### config.mk
export PLATFORM = sky130hd
export DESIGN_NAME = prq_task_mem
export DESIGN_NICKNAME = d
export VERILOG_FILES = /design/src/rtl/prq_pkg.sv /design/src/rtl/prq_task_mem.sv
export SDC_FILE = /design/constraint.sdc
export NUM_CORES = 2
export LEC_CHECK = 0
export ABC_AREA = 0
export BUFFER_PORTS_ARGS = -buffer_cell sky130_fd_sc_hd__buf_2
export CORE_UTILIZATION = 65
export CTS_BUF_LIST = sky130_fd_sc_hd__clkbuf_8
export CTS_CLUSTER_DIAMETER = 30
export DETAILED_ROUTE_END_ITERATION = 7
export PLACE_DENSITY = 0.8
export SLEW_MARGIN = 20
export SYNTH_ARGS = -nofsm -noshare
export SYNTH_HDL_FRONTEND = slang
export SYNTH_SLANG_ARGS = --single-unit
### constraint.sdc
create_clock -name clk -period 8.1 [get_ports clk]
set_clock_uncertainty 0.2 [all_clocks]
set_input_delay 0.81 -clock clk [delete_from_list [all_inputs] [get_ports clk]]
set_output_delay 0.81 -clock clk [all_outputs]
set_load 0.005 [all_outputs]
### src/rtl/prq_pkg.sv
// Package for the priority run queue scheduler: request codes, configuration indices,
// FSM states and default constants. No dependencies.
package prq_pkg;

    localparam int NUM_TASKS_DEF  = 64;
    localparam int NUM_LEVELS_DEF = 6;
    localparam logic [31:0] STARVE_RESET = 32'd1250;
    localparam logic [31:0] STEP_RESET   = 32'd102400;

    typedef enum logic [1:0] {
        REQ_ENQUEUE = 2'd0,
        REQ_REMOVE  = 2'd1,
        REQ_PICK    = 2'd2,
        REQ_NOP     = 2'd3
    } req_t;

    typedef enum logic [0:0] {
        CFG_STARVE = 1'b0,
        CFG_STEP   = 1'b1
    } cfg_idx_t;

    typedef enum logic [3:0] {
        ST_IDLE,
        ST_CLEAR,
        ST_RD_TASK,
        ST_ENQ,
        ST_REM,
        ST_REM_PREV,
        ST_REM_NEXT,
        ST_SCAN,
        ST_SCAN_CHK,
        ST_DIV,
        ST_CHARGE,
        ST_DONE
    } state_t;

endpackage

### src/rtl/prq_task_mem.sv
// Task table memory: one synchronous RAM row per task holding links, level,
// enqueue time and virtual runtime. One write and one read port. Uses prq_pkg.
module prq_task_mem
    import prq_pkg::*;
#(
    parameter int NUM_TASKS = NUM_TASKS_DEF,
    parameter int ROW_W     = 64
)
(
    input  logic                         clk,
    input  logic                         we,
    input  logic [$clog2(NUM_TASKS)-1:0] waddr,
    input  logic [ROW_W-1:0]             wdata,
    input  logic [$clog2(NUM_TASKS)-1:0] raddr,
    output logic [ROW_W-1:0]             rdata
);

    logic [ROW_W-1:0] mem [NUM_TASKS];

    always_ff @(posedge clk)
    begin
        if (we)
        begin
            mem[waddr] <= wdata;
        end
        rdata <= mem[raddr];
    end

endmodule

==> impl_metrics.env <==
export IMPL_drive_gt1_share_pct=30.8
export IMPL_final_core_util_pct=73.5
export IMPL_antenna_found_initial=37
export IMPL_crit_start="raddr[1]"
export IMPL_tightest_slew_ps=1230
export IMPL_ys_seq_elements=4160
export IMPL_area_delta_synth_final_pct=12.2
export IMPL_finalSetupTns_ps=0
export IMPL_drc=0
export IMPL_r2r_start="mem[13][30]"
export IMPL_fin_crit_ps=3340
export IMPL_worst_r2r_endpoint="rdata[30]"
export IMPL_clockBufferDepth=4
export IMPL_critPathArrivalTime_ps=4160
export IMPL_rows=179
export IMPL_grt_max_degree=137
export IMPL_cts_tree="built"
export IMPL_cp_required_ps=8920
export IMPL_cts_max_level=6
export IMPL_avgSynthCellArea_um2=23.7
export IMPL_reg2reg_depth=5
export IMPL_synthArstFlopShare_pct=0
export IMPL_slew_headroom_pct=17.7
export IMPL_io_buffers=141
export IMPL_routed_wl_mm=420
export IMPL_rsz0062_at_grt="no"
export IMPL_drv_cap=0
export IMPL_post_drt_wl_per_cell_um=38.3
export IMPL_cts_resized=0
export IMPL_post_route_period_util_pct=41.2
export IMPL_clock_sinks=4160
export IMPL_status="completed"
export IMPL_overflow=0
export IMPL_powerDensity_nw_per_um2=252
export IMPL_ys_warn_count=0
export IMPL_cts_buffers=678
export IMPL_die_w_um=492
export IMPL_setup_violations=0
export IMPL_clk_insertion_delay_late_ps=1180
export IMPL_hold_path_class="input pin to flop"
export IMPL_yosysUniqueCellTypes=33
export IMPL_synth_seq_area_share_pct=79.5
export IMPL_clk_pin_slew_ps=60
export IMPL_power_internal_uw=34500
export IMPL_crit_end="rdata[18]"
export IMPL_grt_pass1_wl_mm=586
export IMPL_gp_congestion=0.839
export IMPL_worst_path_max_fanout=66
export IMPL_r2r_slack_ps=5770
export IMPL_final_nets=7328
export IMPL_ant_nets=0
export IMPL_start_util_pct=65.5
export IMPL_cp_end_kind="flop"
export IMPL_initialDrtViolationCount=13443
export IMPL_drtPass1Iterations=6
export IMPL_ys_flop_type="edfxtp_1"
export IMPL_pwr_share_comb_pct=4.5
export IMPL_vias_per_cell=7.21
export IMPL_grt_pass1_vias=80368
export IMPL_syn_area_um2=156000
export IMPL_final_cells=10969
export IMPL_p_switching_uw=9710
export IMPL_syn_inst=6598
export IMPL_post_cts_buffers=0
export IMPL_cts_root_buf="clkbuf_8"
export IMPL_die_h_um=492
export IMPL_ioPinCount=142
export IMPL_core_um2=239000
export IMPL_place_hpwl_mm=217
export IMPL_timing_hold_ws_ps=14.9
export IMPL_path_class="input pin to flop"
export IMPL_synth_edf_count=4096
export IMPL_power_leakage_uw=0.0558
export IMPL_report_final_slew_viol_count=0
export IMPL_max_vdd_ir_drop_v=0.000261
export IMPL_seqPwrFrac_pct=54.3
export IMPL_grt_use_total_pct=35.1
export IMPL_max_freq_ghz=0.299
export IMPL_swShare_pct=22.0
export IMPL_die_area_um2=243000
export IMPL_holdBufCountCts=0
export IMPL_dp_cells=9728
export IMPL_power_frac_clock_pct=41.2
export IMPL_syn_nets=6676
export IMPL_route_vias_total=79130
export IMPL_finalHoldViolCount=0
export IMPL_startpoint_type="input pin"
worst max-delay path: stages:
cell and delay [ps]:
buf_8 460, buf_12 440, buf_4 790, mux4_2 430, a22oi_1 680, nand3_1 180
and3_1 210
kinds of logic after synthesis:
| family | count (synthesis) | synth area share (%) |
|---|---|---|
| AO/OA/AOI/OAI | 504 | 2.48 |
| multiplexers | 1159 | 15.6 |
| buffers and inverters | 389 | 1.18 |
| AND/OR/NAND/NOR | 386 | 1.24 |
| flip-flops | 4160 | 79.5 |
metal layers:
metal / wire [um] / GRT usage [%] / part of all wire (%) / vias to the layer above
met1: 136000 / 46.9 / 32 / 40621
met3: 64100 / 10.7 / 15 / 1331
met4: 24700 / 18.5 / 5.9 / 18
met2: 195000 / 52.9 / 46 / 7234
li1: - / - / - / 29926
met5: 126 / 0 / 0.030 / -
placed cells by master, fill, tap and decap left out, types with 9 or more instances in the layout:
cell	n
edfxtp_1	4096
mux4_2	1024
clkbuf_8	723
inv_1	199
buf_4	179
a22oi_1	168
mux2i_1	135
buf_2	124
clkinv_1	98
a22o_1	88
o22ai_1	83
clkinv_2	78
nor2_4	65
and3_1	64
dfxtp_1	64
a211oi_1	63
nand2_1	56
bufinv_16	49
nor2_1	47
nand3_1	45
clkinvlp_4	40
o221ai_1	38
or3_1	29
or2_2	28
buf_12	27
diode_2	26
a41oi_1	26
nor2b_1	24
a2bb2oi_1	19
a31oi_1	18
inv_6	16
clkinv_4	16
nand2b_1	9
layout make-up:
class | count | area [um^2]
diodes | 26 | 65.1
clock buffers | 723 | 9950
clock inverters | 483 | 3560
fillers | 11836 | 63100
inverters | 19 | 71.3
multi-input cells | 2049 | 30800
flip-flops and latches | 4160 | 124000
well taps | 3167 | 3960
repair buffers | 342 | 2720
stage by stage:
stage	worst slack (ps)	total power [uW]	instance area [um^2]
final	4760	44200	175000
after detailed placement	3620	26400	162000
after CTS	4790	44200	175000
after floorplan	1650	25400	156000
after global routing	4690	45200	175000
after global placement	3680	26300	162000
registers in the layout (all words and copies together), names as in the netlist:
signal,flops
mem,4096
rdata,64
worst min-delay path by stage:
stage                            from           to  cells past startpoint
after floorplan           mem[30][61]    rdata[61]                      4
after detailed placement  mem[44][10]    rdata[10]                      4
after CTS                   wdata[49]   mem[8][49]                      1
after global placement    mem[47][10]    rdata[10]                      4
after global routing        wdata[55]  mem[26][55]                      1
final                       wdata[55]  mem[26][55]                      1
cell usage after synthesis (20+ instances only):
master	n	area, um^2
o22ai_1	83	519
mux4_2	1024	23100
buf_2	170	851
or3_1	29	181
a41oi_1	26	228
edfxtp_1	4096	123000
dfxtp_1	64	1280
clkbuf_1	140	526
buf_1	20	75.1
nand2_1	58	218
nor2b_1	28	175
a22o_1	88	771
a211oi_1	63	473
nand3_1	45	225
nor2_1	112	420
a22oi_1	168	1260
o221ai_1	38	333
and3_1	64	400
or2_2	28	175
buf_4	34	255
mux2i_1	135	1350
power by group through the flow:
stage | Sequential [uW] | Combinational [uW] | Clock [uW]
floorplan | 24300 | 1110 | 0
finish | 24000 | 1990 | 18200
CTS | 24000 | 1960 | 18300
global placement | 24400 | 1890 | 0
global route | 24000 | 2070 | 19200
detailed placement | 24400 | 1950 | 0
(Power assumes the default switching activity.)
