## config.mk

```make
export PLATFORM = sky130hd
export DESIGN_NAME = prq_divider
export DESIGN_NICKNAME = d
export VERILOG_FILES = /design/src/rtl/prq_pkg.sv /design/src/rtl/prq_divider.sv
export SDC_FILE = /design/constraint.sdc
export NUM_CORES = 1
export LEC_CHECK = 0
export BUFFER_PORTS_ARGS = -buffer_cell sky130_fd_sc_hd__buf_2
export CAP_MARGIN = 20
export CELL_PAD_IN_SITES_DETAIL_PLACEMENT = 0
export CELL_PAD_IN_SITES_GLOBAL_PLACEMENT = 2
export CORE_UTILIZATION = 29
export DETAILED_ROUTE_END_ITERATION = 16
export PLACE_DENSITY = 0.82
export SYNTH_ARGS = -nofsm -noshare
export SYNTH_HDL_FRONTEND = slang
export SYNTH_SLANG_ARGS = --single-unit
```

## constraint.sdc

```tcl
create_clock -name clk -period 1.9 [get_ports clk]
set_clock_uncertainty 0.05 [all_clocks]
set_input_delay 0.285 -clock clk [delete_from_list [all_inputs] [get_ports clk]]
set_output_delay 0.285 -clock clk [all_outputs]
set_load 0.005 [all_outputs]
```

## src/rtl/prq_pkg.sv

```systemverilog
// Package for the priority run queue scheduler: request codes, configuration indices,
// FSM states and default constants. No dependencies.
package prq_pkg;

    localparam int NUM_TASKS_DEF  = 64;
    localparam int NUM_LEVELS_DEF = 6;
    localparam logic [31:0] STARVE_RESET = 32'd1250;
    localparam logic [31:0] STEP_RESET   = 32'd102400;

    typedef enum logic [1:0] {
        REQ_ENQUEUE = 2'd0,
        REQ_REMOVE  = 2'd1,
        REQ_PICK    = 2'd2,
        REQ_NOP     = 2'd3
    } req_t;

    typedef enum logic [0:0] {
        CFG_STARVE = 1'b0,
        CFG_STEP   = 1'b1
    } cfg_idx_t;

    typedef enum logic [3:0] {
        ST_IDLE,
        ST_CLEAR,
        ST_RD_TASK,
        ST_ENQ,
        ST_REM,
        ST_REM_PREV,
        ST_REM_NEXT,
        ST_SCAN,
        ST_SCAN_CHK,
        ST_DIV,
        ST_CHARGE,
        ST_DONE
    } state_t;

endpackage

```

## src/rtl/prq_divider.sv

```systemverilog
// Restoring divider, one quotient bit per cycle, for the runtime charge.
// Depends on prq_pkg.
module prq_divider
    import prq_pkg::*;
#(
    parameter int NUM_LEVELS = NUM_LEVELS_DEF,
    localparam int WW = $clog2(NUM_LEVELS + 1)
)
(
    input  logic          clk,
    input  logic          rst_n,
    input  logic          start,
    input  logic [31:0]   dividend,
    input  logic [WW-1:0] divisor,
    output logic          done,
    output logic [31:0]   quotient
);

    logic [31:0]   q_reg, q_next;
    logic [WW:0]   r_reg, r_next;
    logic [5:0]    cnt_reg, cnt_next;
    logic          run_reg, run_next;
    logic [WW-1:0] dv_reg;
    logic [WW:0]   trial;

    always_comb
    begin
        q_next   = q_reg;
        r_next   = r_reg;
        cnt_next = cnt_reg;
        run_next = run_reg;
        trial    = {r_reg[WW-1:0], q_reg[31]};
        done     = 1'b0;
        if (start)
        begin
            q_next   = dividend;
            r_next   = '0;
            cnt_next = 6'd32;
            run_next = 1'b1;
        end
        else if (run_reg)
        begin
            q_next = {q_reg[30:0], 1'b0};
            if (trial >= {1'b0, dv_reg})
            begin
                r_next    = trial - {1'b0, dv_reg};
                q_next[0] = 1'b1;
            end
            else
            begin
                r_next = trial;
            end
            cnt_next = cnt_reg - 6'd1;
            if (cnt_reg == 6'd1)
            begin
                run_next = 1'b0;
                done     = 1'b1;
            end
        end
    end

    always_ff @(posedge clk or negedge rst_n)
    begin
        if (!rst_n)
        begin
            run_reg <= 1'b0;
            cnt_reg <= '0;
        end
        else
        begin
            run_reg <= run_next;
            cnt_reg <= cnt_next;
        end
    end

    always_ff @(posedge clk)
    begin
        q_reg <= q_next;
        r_reg <= r_next;
        if (start)
        begin
            dv_reg <= divisor;
        end
    end

    assign quotient = q_next;

endmodule

```

==> metrics.md <==
| Metric | Value |
|---|---|
| Post-Synth Simple-Gate Area | `between 10 and 15%` |
| RSZ-0062 raised after global routing | `yes` |
| P_int | `roughly 1900 uW` |
| Synth cell types | `35` |
| Setup ws final | `-0.3089 ns` |
| Total Wirelength | `approximately 4300 microns` |
| Syn Area/Cell | `between 9 and 10 sq um` |
| Reg power frac | `between 40 and 50%` |
| Psw | `between 800 and 900 uW` |
| Initial DRC Count | `48` |
| Via count of the routed design | `1,659` |
| CP max FO | `2` |
| CP startpoint | `dv_reg[0]` |
| Total power | `roughly 2800 uW` |
| Initial antenna violation count | `0` |
| Crit path kind | `reg -> out` |
| CTS tree | `done` |
| Number of I/O pins | `71` |
| Fin. max-slew vios | `0` |
| Clock share of power | `between 20% and 30%` |
| Starting density of the core | `between 20% and 30%` |
| CTS Buffer Depth | `2` |
| Startpoint types | `flop` |
| Proportion of synthesized area in mux cells | `15.41%` |
| Ys async rst share | `approximately 16%` |
| Clock slew at reported path FFs | `about 0.08 ns` |
| Status | `complete, but fails checks` |
| WL/cell | `between 10 and 15 microns` |
| Syn Nets | `250` |
| Remaining Overflow, GRT | `0` |
| Worst hold-check path type | `in -> reg` |
| Area growth, synth to finish | `33.56%` |
| Cell Area, Placed | `approximately 0.0025 sq mm` |
| Worst reg2reg startpoint | `dv_reg[0]` |
| Most common cell after layout, fill and taps aside | `buf_2` |
| Post-DRT Antenna Nets | `0` |
| Least-Margin Pin Slew | `0.3621 ns` |
| Arrival time worst endpoint | `1.87 ns` |
| Chip width | `between 80 and 90 microns` |
| CTS H-tree depth | `2` |
| Hold Crit Start | `divisor[2]` |
| Final setup fails | `1` |
| Synth Area in Adders | `under 10%` |
| Comb power frac | `around 32%` |
| CTS buffer count | `5` |
| Worst setup path end | `quotient[0]` |
| Crit path required time | `approximately 1.6 ns` |
| Synth Flop Type | `dfxtp_1` |
| Hold_ws | `roughly 0.11 ns` |
| Leakage | `between 0.001 and 0.0015 uW` |
| Slew margin rel. | `about 75%` |
| DRT Pass-1 Iters | `4` |
| Reg-to-Reg End | `q_reg[0]` |
| R2R setup slack | `approximately 0.05 ns` |
| Synth Instances | `between 200 and 250` |
| Clock latency at the later pin of the worst-skew pair | `0.29 ns` |
| Pin count of the biggest net entering global routing | `52` |
| First-pass GRT wire length | `slightly above 7000 microns` |
| Total GRT Usage | `roughly an eighth` |
| Worst R2R Path Depth | `8` |
| Failing checks | `setup timing` |
| Vias per cell | `between 4 and 5` |
| Port Buffers | `70` |
| Die H | `~85 microns` |
| DRC viols | `0` |
| Most frequent cells in the layout | `buf_2 (70), dfxtp_1 (34), nand2_1 (33)` |
| Final worst-path cycle share | `116.3%` |
| F_max | `approximately 450 MHz` |
| Post-synthesis xor/xnor area fraction | `1.740%` |
| Diodes inserted | `0` |
| Syn. warnings | `0` |
| Final Hold Fails | `0` |
| Max-cap viol count | `0` |
| Core footprint | `just under 0.007 sq mm` |
| Seq/Total Area, Yosys | `a little under half` |
| Max reg flops | `32` |
| Synthesized flop and latch total | `45` |
| Nets | `between 300 and 400` |
| Pwr Density | `1032 mW/mm^2` |
| Share of post-route cells with drive strength above 1 | `around 36%` |
| Tmin final | `~2.2 ns` |
| Setup crit end kind | `output port` |
| CTS Sinks | `45` |
| Sw frac | `30.93%` |
| Number of global-route vias before repair | `approximately 1,600` |
| Row Count | `30` |
| IR drop worst, VDD | `between 0.3 and 0.4 mV` |
| Fin area | `roughly 0.0027 sq mm` |
| GPL Wtd Cong | `around 0.74` |
| Number of synthesized flops with an enable pin | `3` |
| Clock Root Buffer | `clkbuf_8` |
| Netlist Area Pre-Place | `about 0.0020 sq mm` |
| DP HPWL | `between 3000 and 4000 microns` |
| DIE AREA | `approximately 0.0073 sq mm` |
| Combinational family with the most area after synthesis | `multiplexers` |
| Compound-Gate Fraction of Synth Area | `roughly 15%` |
## cell usage after synthesis, types with 2 or more instances
cell	number	area [sq um]
ha_1	5	62.56
clkbuf_1	4	15.01
nand2_1	33	123.9
xor2_1	2	17.52
buf_4	4	30.03
a311oi_1	2	17.52
a2111oi_0	2	17.52
nor3_1	2	10.01
edfxtp_1	3	90.09
a211oi_1	2	15.01
o31ai_1	2	15.01
dfrtp_1	7	175.2
buf_2	4	20.02
xnor2_1	2	17.52
nor2_1	8	30.03
mux2i_1	31	310.3
inv_1	8	30.03
dfxtp_1	35	700.7
o21ai_0	34	170.2
## worst max-delay path, stage by stage (launching register included)
cell      delay (ns)
edfxtp_1        0.43
ha_4            0.18
fa_2            0.33
a21bo_4         0.21
a211oi_4        0.06
o31ai_2         0.21
buf_2           0.15
## power by group through the flow
stage	clock network, uW	registers, uW	logic (uW)
2_1_floorplan	0	1220	527
3_3_place_gp	0	1260	762
3_5_place_dp	0	1260	773
4_1_cts	676	1240	856
5_1_grt	708	1260	1000
6_report	647	1240	888
## routing by layer
metal,vias to the layer above,wire [microns],track usage [%]
met5,-,0,0
met4,0,51,4.091
met3,7,322,4.572
li1,870,-,-
met1,735,2023,15.40
met2,47,1906,19.21
## cell families (layout without fill, tap and decap cells)
| group | after synthesis | count (layout) |
|---|---|---|
| and+or+nand+nor | 50 | 50 |
| AOI/OAI and AO/OA | 49 | 49 |
| DFF | 45 | 45 |
| muxes | 31 | 31 |
| buffers and inverters | 21 | 100 |
| adders and majority gates | 6 | 6 |
| xor gates and xnor gates | 4 | 4 |
## layout make-up
cell class | count | area [sq um]
Fill cell | 714 | 4068
Multi-Input combinational cell | 140 | 993.5
Sequential cell | 45 | 968.4
Timing Repair Buffer | 84 | 495.5
Tap cell | 80 | 100.1
Clock buffer | 7 | 96.34
Inverter | 8 | 30.03
Clock inverter | 1 | 5.005
## stage by stage
step                utilization [%]  setup WS (ns)  setup TNS [ns]  std cells
detailed placement            37.02       -0.09342        -0.09342        352
global route                  39.80        -0.3870          -1.279        365
finish                        39.80        -0.3089         -0.3089        365
CTS                           39.48        -0.3364         -0.5782        367
floorplan                         -        0.05290               0        206
global placement              37.02       -0.03359        -0.03359        352
## worst min path at each step
stage | to | slack, ns | cells past startpoint
after floorplan | cnt_reg[0] | -0.06 | 0
after global placement | cnt_reg[3] | 0.08 | 1
after detailed placement | cnt_reg[2] | 0.08 | 1
after CTS | dv_reg[2] | 0.10 | 1
after global routing | dv_reg[2] | 0.1 | 1
final | dv_reg[2] | 0.11 | 1
## repair_timing
item | 4_1_cts | 5_1_grt
resized for setup | 3 | 37
buffers inserted | 6 | 2
pin swaps | 1 | 2
gates cloned | 0 | 0
hold buffers | 1 | 0
endpoints found under the hold margin | 7 | 0
endpoints found under the setup margin | 1 | 33
No activity file was read; power rests on OpenSTA's default activity.
